===== src/rtl/wbps_pkg.sv =====
// wbps_pkg: shared types and constants of the wildcard byte signature scanner
// used by wbps_cfg_regs, wbps_cell and wildcard_byte_pattern_scan_unit
package wbps_pkg;

  localparam int BYTE_W    = 8;
  localparam int SIG_BYTES = 8;
  localparam int SIG_W     = SIG_BYTES * BYTE_W;
  localparam int LEN_W     = 4;
  localparam int SEL_W     = 3;
  localparam int CNT_W     = 32;
  localparam int CFG_IDX_W = 2;

  localparam logic [CFG_IDX_W-1:0] REG_SIG_BYTES = 2'd0;
  localparam logic [CFG_IDX_W-1:0] REG_CARE_MASK = 2'd1;
  localparam logic [CFG_IDX_W-1:0] REG_SIG_LEN   = 2'd2;

  localparam logic [SIG_W-1:0]     SIG_RST  = '0;
  localparam logic [SIG_BYTES-1:0] CARE_RST = '1;
  localparam logic [LEN_W-1:0]     LEN_RST  = 4'd1;

  typedef struct packed {
    logic [SIG_W-1:0]     sig_bytes;
    logic [SIG_BYTES-1:0] care_mask;
    logic [LEN_W-1:0]     act_len;
  } cfg_t;

endpackage


===== src/rtl/wbps_cfg_regs.sv =====
// wbps_cfg_regs: signature, care mask and length registers with length clamp
// depends on wbps_pkg
module wbps_cfg_regs #(
  parameter int MAX_SIGNATURE = 8
) (
  input  logic                                clk,
  input  logic                                rst_n,
  input  logic                                cfg_valid,
  input  logic [wbps_pkg::CFG_IDX_W-1:0]      cfg_index,
  input  logic [wbps_pkg::SIG_W-1:0]          cfg_data,
  output wbps_pkg::cfg_t                      cfg
);

  localparam logic [wbps_pkg::LEN_W-1:0] MAX_LEN = wbps_pkg::LEN_W'(MAX_SIGNATURE);

  logic [wbps_pkg::SIG_W-1:0]     sig_r, sig_nxt;
  logic [wbps_pkg::SIG_BYTES-1:0] care_r, care_nxt;
  logic [wbps_pkg::LEN_W-1:0]     len_r, len_nxt;
  logic [wbps_pkg::LEN_W-1:0]     act_len;

  always_comb begin
    sig_nxt  = sig_r;
    care_nxt = care_r;
    len_nxt  = len_r;
    if (cfg_valid) begin
      unique case (cfg_index)
        wbps_pkg::REG_SIG_BYTES: sig_nxt  = cfg_data;
        wbps_pkg::REG_CARE_MASK: care_nxt = cfg_data[wbps_pkg::SIG_BYTES-1:0];
        wbps_pkg::REG_SIG_LEN:   len_nxt  = cfg_data[wbps_pkg::LEN_W-1:0];
        default: ;
      endcase
    end
  end

  always_ff @(posedge clk) begin
    if (!rst_n) begin
      sig_r  <= wbps_pkg::SIG_RST;
      care_r <= wbps_pkg::CARE_RST;
      len_r  <= wbps_pkg::LEN_RST;
    end else begin
      sig_r  <= sig_nxt;
      care_r <= care_nxt;
      len_r  <= len_nxt;
    end
  end

  // zero length acts as one, long lengths clamp to the window depth
  always_comb begin
    if (len_r == '0) begin
      act_len = wbps_pkg::LEN_W'(1);
    end else if (len_r > MAX_LEN) begin
      act_len = MAX_LEN;
    end else begin
      act_len = len_r;
    end
  end

  assign cfg.sig_bytes = sig_r;
  assign cfg.care_mask = care_r;
  assign cfg.act_len   = act_len;

endmodule


===== src/rtl/wbps_cell.sv =====
// wbps_cell: one window byte of the scan chain and its masked byte compare
// depends on wbps_pkg
module wbps_cell #(
  parameter int IDX = 0
) (
  input  logic                            clk,
  input  logic                            shift_en,
  input  logic [wbps_pkg::BYTE_W-1:0]     byte_in,
  input  wbps_pkg::cfg_t                  cfg,
  output logic [wbps_pkg::BYTE_W-1:0]     byte_out,
  output logic                            hit
);

  logic [wbps_pkg::BYTE_W-1:0] byte_r;
  logic [wbps_pkg::LEN_W-1:0]  sel_full;
  logic [wbps_pkg::SEL_W-1:0]  sel;
  logic                        in_use;
  logic [wbps_pkg::BYTE_W-1:0] want;

  always_ff @(posedge clk) begin
    if (shift_en) begin
      byte_r <= byte_in;
    end
  end

  // compare against the byte this cell holds after the shift
  assign in_use   = wbps_pkg::LEN_W'(IDX) < cfg.act_len;
  assign sel_full = cfg.act_len - wbps_pkg::LEN_W'(IDX) - wbps_pkg::LEN_W'(1);
  assign sel      = sel_full[wbps_pkg::SEL_W-1:0];
  assign want     = cfg.sig_bytes[sel*wbps_pkg::BYTE_W +: wbps_pkg::BYTE_W];
  assign hit      = !in_use || !cfg.care_mask[sel] || (want == byte_in);
  assign byte_out = byte_r;

endmodule


===== src/rtl/wildcard_byte_pattern_scan_unit.sv =====
// wildcard_byte_pattern_scan_unit: masked byte signature scanner, top level
// depends on wbps_pkg, wbps_cfg_regs and wbps_cell
//
// bytes of a memory image enter on the in_ channel, one item per cycle when
// the result side is not stalled. a row of window cells shifts each byte on
// and compares every held byte against its signature byte at once, so any
// match ending on the current byte is seen in the cycle the byte arrives.
// nothing comes out for ordinary bytes; the item with in_last_byte set makes
// one result (out_found, out_match_offset) appear in the output register
// in the cycle after it is accepted, and the scan state clears for the next scan.
// throughput is one byte per cycle while in_ready is high, set by the combinational window compare.
// in_ready drops only while a result sits in the output register and
// out_ready is low. registers are written over cfg_ at any time, taking
// effect from the next byte; cfg_ready is always high.
// reset (rst_n low at a clock edge) restores the register defaults, clears
// the byte count and any recorded match and empties the output register.
module wildcard_byte_pattern_scan_unit #(
  parameter int MAX_SIGNATURE = 8
) (
  input  logic                               clk,
  input  logic                               rst_n,
  input  logic                               in_valid,
  output logic                               in_ready,
  input  logic [wbps_pkg::BYTE_W-1:0]        in_data_byte,
  input  logic                               in_last_byte,
  output logic                               out_valid,
  input  logic                               out_ready,
  output logic                               out_found,
  output logic [wbps_pkg::CNT_W-1:0]         out_match_offset,
  input  logic                               cfg_valid,
  output logic                               cfg_ready,
  input  logic [wbps_pkg::CFG_IDX_W-1:0]     cfg_index,
  input  logic [wbps_pkg::SIG_W-1:0]         cfg_data
);

  wbps_pkg::cfg_t cfg;

  logic                        accept;
  logic [MAX_SIGNATURE-1:0]    hits;
  logic [wbps_pkg::BYTE_W-1:0] win_byte [MAX_SIGNATURE];
  logic                        win_match;

  logic [wbps_pkg::CNT_W-1:0]  bytes_seen_r, bytes_seen_nxt;
  logic                        have_match_r, have_match_nxt;
  logic [wbps_pkg::CNT_W-1:0]  first_offset_r, first_offset_nxt;
  logic                        out_valid_r, out_valid_nxt;
  logic                        out_found_r, out_found_nxt;
  logic [wbps_pkg::CNT_W-1:0]  out_offset_r, out_offset_nxt;

  logic                        cnt_sat;
  logic [wbps_pkg::LEN_W-1:0]  len_m1;
  logic [wbps_pkg::LEN_W-1:0]  sub_len;
  logic                        reach;
  logic [wbps_pkg::CNT_W-1:0]  cnt_inc;
  logic [wbps_pkg::CNT_W-1:0]  offset_cand;
  logic                        new_hit;
  logic                        hm_upd;
  logic [wbps_pkg::CNT_W-1:0]  fo_upd;

  assign cfg_ready = 1'b1;
  assign in_ready  = !out_valid_r || out_ready;
  assign accept    = in_valid && in_ready;

  wbps_cfg_regs #(
    .MAX_SIGNATURE(MAX_SIGNATURE)
  ) u_cfg (
    .clk      (clk),
    .rst_n    (rst_n),
    .cfg_valid(cfg_valid),
    .cfg_index(cfg_index),
    .cfg_data (cfg_data),
    .cfg      (cfg)
  );

  for (genvar j = 0; j < MAX_SIGNATURE; j++) begin : g_cell
    logic [wbps_pkg::BYTE_W-1:0] cell_in;
    if (j == 0) begin : g_head
      assign cell_in = in_data_byte;
    end else begin : g_link
      assign cell_in = win_byte[j-1];
    end
    wbps_cell #(
      .IDX(j)
    ) u_cell (
      .clk     (clk),
      .shift_en(accept),
      .byte_in (cell_in),
      .cfg     (cfg),
      .byte_out(win_byte[j]),
      .hit     (hits[j])
    );
  end

  assign win_match = &hits;

  // count after this byte is bytes_seen + 1 unless saturated
  assign cnt_sat     = &bytes_seen_r;
  assign len_m1      = cfg.act_len - wbps_pkg::LEN_W'(1);
  assign reach       = bytes_seen_r >= wbps_pkg::CNT_W'(len_m1);
  assign sub_len     = cnt_sat ? cfg.act_len : len_m1;
  assign offset_cand = bytes_seen_r - wbps_pkg::CNT_W'(sub_len);
  assign cnt_inc     = cnt_sat ? bytes_seen_r : bytes_seen_r + wbps_pkg::CNT_W'(1);
  assign new_hit     = !have_match_r && reach && win_match;
  assign hm_upd      = have_match_r || new_hit;
  assign fo_upd      = new_hit ? offset_cand : first_offset_r;

  always_comb begin
    bytes_seen_nxt   = bytes_seen_r;
    have_match_nxt   = have_match_r;
    first_offset_nxt = first_offset_r;
    out_valid_nxt    = out_valid_r;
    out_found_nxt    = out_found_r;
    out_offset_nxt   = out_offset_r;
    if (out_valid_r && out_ready) begin
      out_valid_nxt = 1'b0;
    end
    if (accept) begin
      if (in_last_byte) begin
        bytes_seen_nxt   = '0;
        have_match_nxt   = 1'b0;
        first_offset_nxt = '0;
        out_valid_nxt    = 1'b1;
        out_found_nxt    = hm_upd;
        out_offset_nxt   = hm_upd ? fo_upd : '0;
      end else begin
        bytes_seen_nxt   = cnt_inc;
        have_match_nxt   = hm_upd;
        first_offset_nxt = fo_upd;
      end
    end
  end

  always_ff @(posedge clk) begin
    if (!rst_n) begin
      bytes_seen_r   <= '0;
      have_match_r   <= 1'b0;
      first_offset_r <= '0;
      out_valid_r    <= 1'b0;
    end else begin
      bytes_seen_r   <= bytes_seen_nxt;
      have_match_r   <= have_match_nxt;
      first_offset_r <= first_offset_nxt;
      out_valid_r    <= out_valid_nxt;
    end
  end

  always_ff @(posedge clk) begin
    out_found_r  <= out_found_nxt;
    out_offset_r <= out_offset_nxt;
  end

  assign out_valid        = out_valid_r;
  assign out_found        = out_found_r;
  assign out_match_offset = out_offset_r;

  a_last_gives_result: assert property (@(posedge clk) disable iff (!rst_n)
    accept && in_last_byte |=> out_valid)
    else $error("last item did not produce a result");

  a_last_clears_scan: assert property (@(posedge clk) disable iff (!rst_n)
    accept && in_last_byte |=> bytes_seen_r == '0 && !have_match_r)
    else $error("scan state not cleared after last item");

  a_offset_zero_no_match: assert property (@(posedge clk) disable iff (!rst_n)
    out_valid && !out_found |-> out_match_offset == '0)
    else $error("nonzero offset without a match");

  a_offset_below_count: assert property (@(posedge clk) disable iff (!rst_n)
    have_match_r |-> first_offset_r < bytes_seen_r)
    else $error("recorded match offset beyond bytes seen");

endmodule

===== config.mk =====
export PLATFORM = sky130hd
export DESIGN_NAME = wildcard_byte_pattern_scan_unit
export DESIGN_NICKNAME = d
export VERILOG_FILES = /design/src/rtl/wbps_pkg.sv /design/src/rtl/wbps_cfg_regs.sv /design/src/rtl/wbps_cell.sv /design/src/rtl/wildcard_byte_pattern_scan_unit.sv
export SDC_FILE = /design/constraint.sdc
export NUM_CORES = 1
export LEC_CHECK = 0
export BUFFER_PORTS_ARGS = -buffer_cell sky130_fd_sc_hd__buf_2
export CAP_MARGIN = 15
export CORE_MARGIN = 3
export CORE_UTILIZATION = 45
export CTS_CLUSTER_DIAMETER = 120
export DETAILED_ROUTE_END_ITERATION = 8
export PLACE_DENSITY = 0.64
export SETUP_SLACK_MARGIN = 0.15
export SLEW_MARGIN = 0
export SYNTH_ARGS = -nofsm -noshare
export SYNTH_HDL_FRONTEND = slang
export SYNTH_SLANG_ARGS = --single-unit

===== constraint.sdc =====
create_clock -name clk -period 15 [get_ports clk]
set_input_delay 0.75 -clock clk [delete_from_list [all_inputs] [get_ports clk]]
set_output_delay 0.75 -clock clk [all_outputs]
set_load 0.1 [all_outputs]

==> flow_summary.json, run 1 <==
{
  "syn_nets": 1576,
  "synthCells": 1482,
  "crit_start": "u_cfg.len_r[2]$_SDFFE_PN0P_",
  "status": "finished, final reports clean",
  "post_cts_resized": 0,
  "met2_usage": 0.4230,
  "drtIter0Drc": 1351,
  "p_leak_nw": 5.670,
  "die_w_um": 181.2,
  "holdPathStages": 3,
  "power.clock.fraction": 0.393,
  "io_buffers": 114,
  "cp.depth": 13,
  "insertion_delay_ns": 0.54,
  "async_flop_share": 0,
  "layout_common_cells": "nand2_1 (233), dfxtp_1 (139), buf_2 (114), a21oi_1 (97), edfxtp_1 (89)",
  "ys_warn_count": 0,
  "reg2reg_slack_ns": 8.41,
  "crit_path_cell_trace": "buf_4 -> o21ba_4 -> nor2_8 -> ha_1 -> inv_2 -> mux4_2 -> xor2_1 -> nor4_1 -> a21oi_1 -> or4_1 -> nor2_2 -> buf_4 -> a22o_1",
  "placed_area_um2": 14550,
  "finalCritPeriodShare": 0.4396,
  "cts-buffers-inserted": 26,
  "wl_per_cell_um": 22.00,
  "n_fill_cell": 2795,
  "reg2reg_from": "u_cfg.len_r[2]$_SDFFE_PN0P_",
  "htreeDepth": 1,
  "ant_nets": 0,
  "p_per_area_nw_per_um2": 102.8,
  "drt_first_pass_iters": 6,
  "seq_area_frac_synth": 0.3991,
  "crit_fanout": 52,
  "p_seq_frac": 0.443,
  "cpMostUsedCell": "buf_4",
  "max_freq_mhz": 151.7,
  "maxSlewHeadroom": 0.2458,
  "netlist_area_um2": 13820,
  "critical_path_class": "reg2reg",
  "cts_buffer_depth": 3,
  "num_rows": 63,
  "synth_top_area_cell": "dfxtp_1",
  "min_path_type": "in2reg",
  "ioPinCount": 116,
  "postCtsHoldBufs": 0,
  "synth_cell_types": 79,
  "arrival_ns": 7.00,
  "reg2reg_depth": 13,
  "netlist.area_leader.share": 0.2057,
  "peakVddDrop_mv": 0.08008,
  "drc_errors": 0,
  "clkTransAtPathRegs_ns": 0.07,
  "fin_tns_setup_ns": 0,
  "path_buf_inv": 3,
  "synth-edff-count": 89,
  "syn_area_per_cell_um2": 9.324,
  "synth_area_leaders": "dfxtp_1 (21%), edfxtp_1 (19%), mux4_2 (6.8%)",
  "worstMarginPinSlew_ns": 1.131,
  "hp-start": "cfg_data[7]",
  "core-area_um2": 29950,
  "grt.overflow.total": 0,
  "finalInstanceArea_um2": 15420,
  "grt_pass1_wl_mm": 65.72,
  "drive_gt1_frac": 0.1815,
  "cts_sinks": 231,
  "critPathTopFamily": "simple AND/OR/NAND/NOR gates",
  "fin_nets": 1622,
  "grt_antenna_before_repair": 0,
  "power.internal_mw": 1.130,
  "grt_max_degree": 80,
  "num_antenna_cells": 0,
  "place.gp.congestion": 0.9727,
  "crit_required_ns": 15.40,
  "cp_slowest_stage_delay_ns": 0.98,
  "rsz0062_at_grt": "no",
  "die_area_um2": 32850,
  "global_route.usage.met1": 0.3221,
  "final_common_cell": "nand2_1",
  "post-cts-setup-buffers": 0,
  "startpoint_type": "register",
  "initial_core_util": 0.4613,
  "multi_input_area_um2": 7751,
  "via_per_inst": 6.133,
  "slowest_stage": "ha_1",
  "cts_root_buf": "clkbuf_16",
  "syn_to_final_growth_pct": 11.56,
  "grt_util_met3": 0.03584,
  "die_h_um": 181.2,
  "max-cap-violations": 0,
  "setup_viol_count_final": 0,
  "finalHoldViolations": 0,
  "grt_busiest_layer": "met2",
  "sw_frac_of_total": 0.2872,
  "hpwl_mm": 31.16,
  "p_switching_mw": 0.4550,
  "fin_skew_ns": 0.01478,
  "track_usage": 0.2500,
  "cts_tree": "done",
  "comb_power_share": 0.164,
  "endpoint_kind": "register",
  "synth-seq-cells": 231,
  "drv_slew": 0,
  "post-route-min-period_ns": 6.594,
  "ys.flop_type": "dfxtp_1",
  "area.sequential_um2": 5519,
  "first_global_vias": 11296,
  "drt-total-wl_mm": 42.64,
  "via_count": 11886
}
[cells by family (layout without fill, tap and decap cells)]
group / after synthesis / after routing / share of synthesized area
compound gates: 301 / 301 / 0.1465
fa+ha+maj: 14 / 14 / 0.01322
mux: 117 / 117 / 0.1275
simple gates: 550 / 550 / 0.1894
buf+inv: 138 / 204 / 0.04156
flops: 231 / 231 / 0.3991
other cells: 1 / 1 / 0.0002714
xor+xnor: 130 / 130 / 0.08240
[Yosys cell counts (4+ instances only)]
| cell type | count |
|---|---|
| buf_2 | 15 |
| nand4b_1 | 4 |
| nor2_1 | 78 |
| or2_2 | 4 |
| o21ai_0 | 52 |
| buf_1 | 14 |
| inv_1 | 17 |
| o211ai_1 | 17 |
| a21oi_1 | 97 |
| a22oi_1 | 4 |
| a221oi_1 | 6 |
| a311o_1 | 14 |
| clkbuf_1 | 80 |
| or4_1 | 8 |
| ha_1 | 13 |
| nor2b_1 | 10 |
| a211oi_1 | 9 |
| a22o_1 | 18 |
| nor3_1 | 40 |
| mux2_2 | 37 |
| nand4_1 | 17 |
| buf_4 | 4 |
| or3_1 | 12 |
| o2111a_1 | 13 |
| nand3_1 | 64 |
| and4_1 | 6 |
| dfxtp_1 | 142 |
| o31ai_1 | 7 |
| o22ai_1 | 12 |
| mux4_2 | 42 |
| nor4_1 | 18 |
| edfxtp_1 | 89 |
| a21boi_0 | 5 |
| and3_1 | 21 |
| nand2b_1 | 18 |
| mux2i_1 | 32 |
| xor2_1 | 62 |
| nand2_1 | 233 |
| xnor2_1 | 68 |
| a31oi_1 | 12 |
[path summary, 6_finish.rpt]
kind                                                               end
worst max register to register       out_match_offset[8]$_SDFFCE_PN0P_
worst min register to register  g_cell[1].u_cell.byte_out[0]$_DFFE_PP_
worst max-delay path                 out_match_offset[8]$_SDFFCE_PN0P_
worst min-delay path                      u_cfg.care_r[7]$_SDFFE_PN1P_
[per-stage QoR]
step,worst slack (ns),power [mW],hold WS (ns),instances,util
after detailed placement,8.529,0.9711,0.4405,1889,0.4859
after global routing,8.041,1.645,0.4261,1938,0.5147
final,8.406,1.585,0.4333,1938,0.5147
after floorplan,10.06,0.8920,0.4264,1482,-
after CTS,8.475,1.596,0.4173,1937,0.5143
after global placement,8.684,0.9700,0.4355,1889,0.4859
[state kept, by name (all words and copies together) (netlist names), 4 cells and up]
name	cells
u_cfg.sig_r	64
g_cell.u_cell.byte_out	56
bytes_seen_r	32
first_offset_r	32
out_match_offset	32
u_cfg.care_r	8
u_cfg.len_r	4
[power groups by stage]
stage	clock network [mW]	registers, mW	logic [mW]
floorplan	0	0.733	0.159
global placement	0	0.715	0.255
detailed placement	0	0.715	0.256
CTS	0.637	0.702	0.257
global route	0.663	0.704	0.278
finish	0.623	0.702	0.259
[area by class of cell]
| class | count | share of cell area |
|---|---|---|
| Inverter | 22 | 0.005357 |
| Sequential cell | 231 | 0.3580 |
| Clock inverter | 7 | 0.003328 |
| Tap cell | 390 | 0.03165 |
| Timing Repair Buffer | 134 | 0.04699 |
| Clock buffer | 41 | 0.05186 |
| Multi-Input combinational cell | 1113 | 0.5028 |
[metal layers]
metal | share of wire | routed length (um)
met1 | 0.40 | 17020
met2 | 0.48 | 20570
met5 | 0 | 0
met4 | 0.049 | 2084
met3 | 0.070 | 2972
[worst min-delay path, stage by stage]
cell and delay, ns:
buf_2 0.09, nand2_1 0.04, nand3_1 0.06
Note: power is estimated with default switching activity, not from simulation.
==> inputs of run 2 (changes only) <==
--- a/config.mk
+++ b/config.mk
@@ -11,7 +11,7 @@
 export CORE_UTILIZATION = 45
 export CTS_CLUSTER_DIAMETER = 120
 export DETAILED_ROUTE_END_ITERATION = 8
-export PLACE_DENSITY = 0.64
+export PLACE_DENSITY = 0.66
 export SETUP_SLACK_MARGIN = 0.15
 export SLEW_MARGIN = 0
 export SYNTH_ARGS = -nofsm -noshare
==> constraint.sdc (replaced) <==
create_clock -name clk -period 5.5 [get_ports clk]
set_input_delay 0.275 -clock clk [delete_from_list [all_inputs] [get_ports clk]]
set_output_delay 0.275 -clock clk [all_outputs]
set_load 0.1 [all_outputs]
==> run 2 against run 1 <==
Critical path depth grew 3. Cell count grew 3.8%. Worst setup slack lost 7.8 ns. Sequential share of layout area decreased by 1.6 points. Via count grew 2.3%. Clock power grew to 2.7 times the previous value. Cell area increased by 4.7%. Global-route usage increased by 0.25 points. Clock skew down 0.0038 ns. Non-clock buffer count rose by 75. Flip-flop and latch count stayed put.
==> flow_summary.json, run 2 (synthesized netlist as in run 1, its figures left out) <==
{
  "track_usage": 0.2525,
  "die_area_um2": 32850,
  "cp_slowest_stage_delay_ns": 0.48,
  "reg2reg_from": "u_cfg.len_r[1]$_SDFFE_PN0P_",
  "final_common_cell": "nand2_1",
  "syn_to_final_growth_pct": 16.77,
  "grt.overflow.total": 0,
  "worstMarginPinSlew_ns": 1.091,
  "crit_path_cell_trace": "buf_4 -> nand2b_1 -> buf_4 -> ha_1 -> xnor2_2 -> buf_4 -> ha_1 -> a2111oi_0 -> nand4_1 -> nor3_1 -> a2111oi_0 -> a41o_1 -> and4_1 -> buf_4 -> nand2_1 -> o21ai_0",
  "cts_tree": "done",
  "endpoint_kind": "register",
  "clkTransAtPathRegs_ns": 0.06,
  "first_global_vias": 11601,
  "endpoint": "out_match_offset[4]$_SDFFCE_PN0P_",
  "core-area_um2": 29950,
  "fin_nets": 1696,
  "drt-total-wl_mm": 42.51,
  "status": "finished, final reports clean",
  "cts_buffer_depth": 3,
  "crit_fanout": 36,
  "regMostFlops": "u_cfg.sig_r",
  "grt_max_degree": 68,
  "grt_antenna_before_repair": 0,
  "via_count": 12157,
  "hpwl_mm": 30.82,
  "max_freq_mhz": 202.5,
  "io_buffers": 114,
  "drt_first_pass_iters": 5,
  "max-cap-violations": 0,
  "finalCritPeriodShare": 0.8978,
  "p_per_area_nw_per_um2": 267.7,
  "largest_reg_flops": 64,
  "cts-buffers-inserted": 25,
  "drc_errors": 0,
  "holdPathStages": 3,
  "drv_slew": 0,
  "min_path_type": "in2reg",
  "wl_per_cell_um": 21.14,
  "cpMostUsedCell": "buf_4",
  "peakVddDrop_mv": 0.2392,
  "startpoint_type": "register",
  "grt_pass1_wl_mm": 66.98,
  "crit_start": "u_cfg.len_r[1]$_SDFFE_PN0P_",
  "p_leak_nw": 5.981,
  "timing.rr.end": "out_match_offset[4]$_SDFFCE_PN0P_",
  "reg2reg_slack_ns": 0.56,
  "drive_gt1_frac": 0.1795,
  "critPathTopFamily": "simple AND/OR/NAND/NOR gates",
  "setup_viol_count_final": 0,
  "arrival_ns": 5.18,
  "slowest_stage": "a2111oi_0",
  "place.gp.congestion": 0.9472,
  "cts_sinks": 231,
  "fin_tns_setup_ns": 0,
  "ant_nets": 0,
  "post-cts-setup-buffers": 0,
  "insertion_delay_ns": 0.53,
  "finalHoldViolations": 0,
  "cp.depth": 16,
  "layout_common_cells": "nand2_1 (233), dfxtp_1 (139), buf_2 (114), a21oi_1 (97), edfxtp_1 (89)",
  "htreeDepth": 1,
  "via_per_inst": 6.045,
  "rsz0062_at_grt": "no",
  "maxSlewHeadroom": 0.2710,
  "initial_core_util": 0.4613,
  "num_antenna_cells": 0,
  "fin_skew_ns": 0.01094,
  "ioPinCount": 116,
  "drtIter0Drc": 1159,
  "crit_required_ns": 5.75,
  "die_h_um": 181.2,
  "cts_root_buf": "clkbuf_16",
  "reg2reg_depth": 16,
  "post-route-min-period_ns": 4.938,
  "path_buf_inv": 4,
  "critical_path_class": "reg2reg",
  "die_w_um": 181.2,
  "num_rows": 63,
  "p_total_mw": 4.319
}
run 2: cell types whose count changed in the layout (fill, tap and decap cells not counted), sizes merged:
cell / before / now
buf: 134 / 145
bufinv: 0 / 1
clkbuf: 41 / 38
clkinv: 7 / 8
dlygate4sd3: 0 / 64
inv: 22 / 21
run 2: layout make-up:
type,count,area (um2)
Inverter,22,83.83
Timing Repair Buffer,209,1476
Multi-Input combinational cell,1113,7757
Tap cell,390,488.0
Sequential cell,231,5519
Clock buffer,38,734.5
Fill cell,2737,13820
Clock inverter,8,76.32
run 2: tightest hold or removal path: cells and delay by family:
family / cells / cell delay (ns)
buf+inv: 1 / 0.11
simple gates: 1 / 0.06
compound gates: 1 / 0.05
run 2: what timing repair did:
| action | in CTS | in global routing |
|---|---|---|
| setup endpoints to repair | 0 | 29 |
| hold endpoints to repair | 66 | 0 |
| gates resized for setup | 0 | 4 |
| hold buffers | 64 | 0 |
run 2: where the power goes:
group | internal, mW | switching (mW)
Sequential | 1.85 | 0.0648
Clock | 0.969 | 0.687
Combinational | 0.271 | 0.480
Total | 3.09 | 1.23
run 2: stage by stage:
step | hold slack, ns | instances | cell area (um2) | utilization | worst slack [ns]
2_1_floorplan | 0.3739 | 1482 | 13820 | - | 0.5596
3_3_place_gp | 0.4338 | 1900 | 14650 | 0.4891 | 0.5326
3_5_place_dp | 0.4587 | 1900 | 14650 | 0.4891 | 0.5058
4_1_cts | 0.0002372 | 2010 | 16100 | 0.5375 | 0.4663
5_1_grt | 0.01554 | 2011 | 16140 | 0.5387 | 0.1701
6_report | 0.01407 | 2011 | 16140 | 0.5387 | 0.5621
run 2: how the worst min path moves through the flow:
stage,from,end,slack [ns]
detailed placement,g_cell[0].u_cell.byte_out[0]$_DFFE_PP_,g_cell[1].u_cell.byte_out[0]$_DFFE_PP_,0.46
finish,cfg_data[16],u_cfg.sig_r[16]$_SDFFE_PN0P_,0.01
CTS,cfg_data[16],u_cfg.sig_r[16]$_SDFFE_PN0P_,0.0002
global route,cfg_data[16],u_cfg.sig_r[16]$_SDFFE_PN0P_,0.02
floorplan,in_data_byte[0],g_cell[0].u_cell.byte_out[0]$_DFFE_PP_,0.37
global placement,g_cell[0].u_cell.byte_out[0]$_DFFE_PP_,g_cell[1].u_cell.byte_out[0]$_DFFE_PP_,0.43
run 2: layer usage:
metal / global-route usage / routed length, um / up-vias
met2: 0.4267 / 20330 / 534
li1: - / - / 5697
met5: 0 / 0 / -
met3: 0.03080 / 2949 / 110
met4: 0.1012 / 1995 / 0
met1: 0.3301 / 17230 / 5816
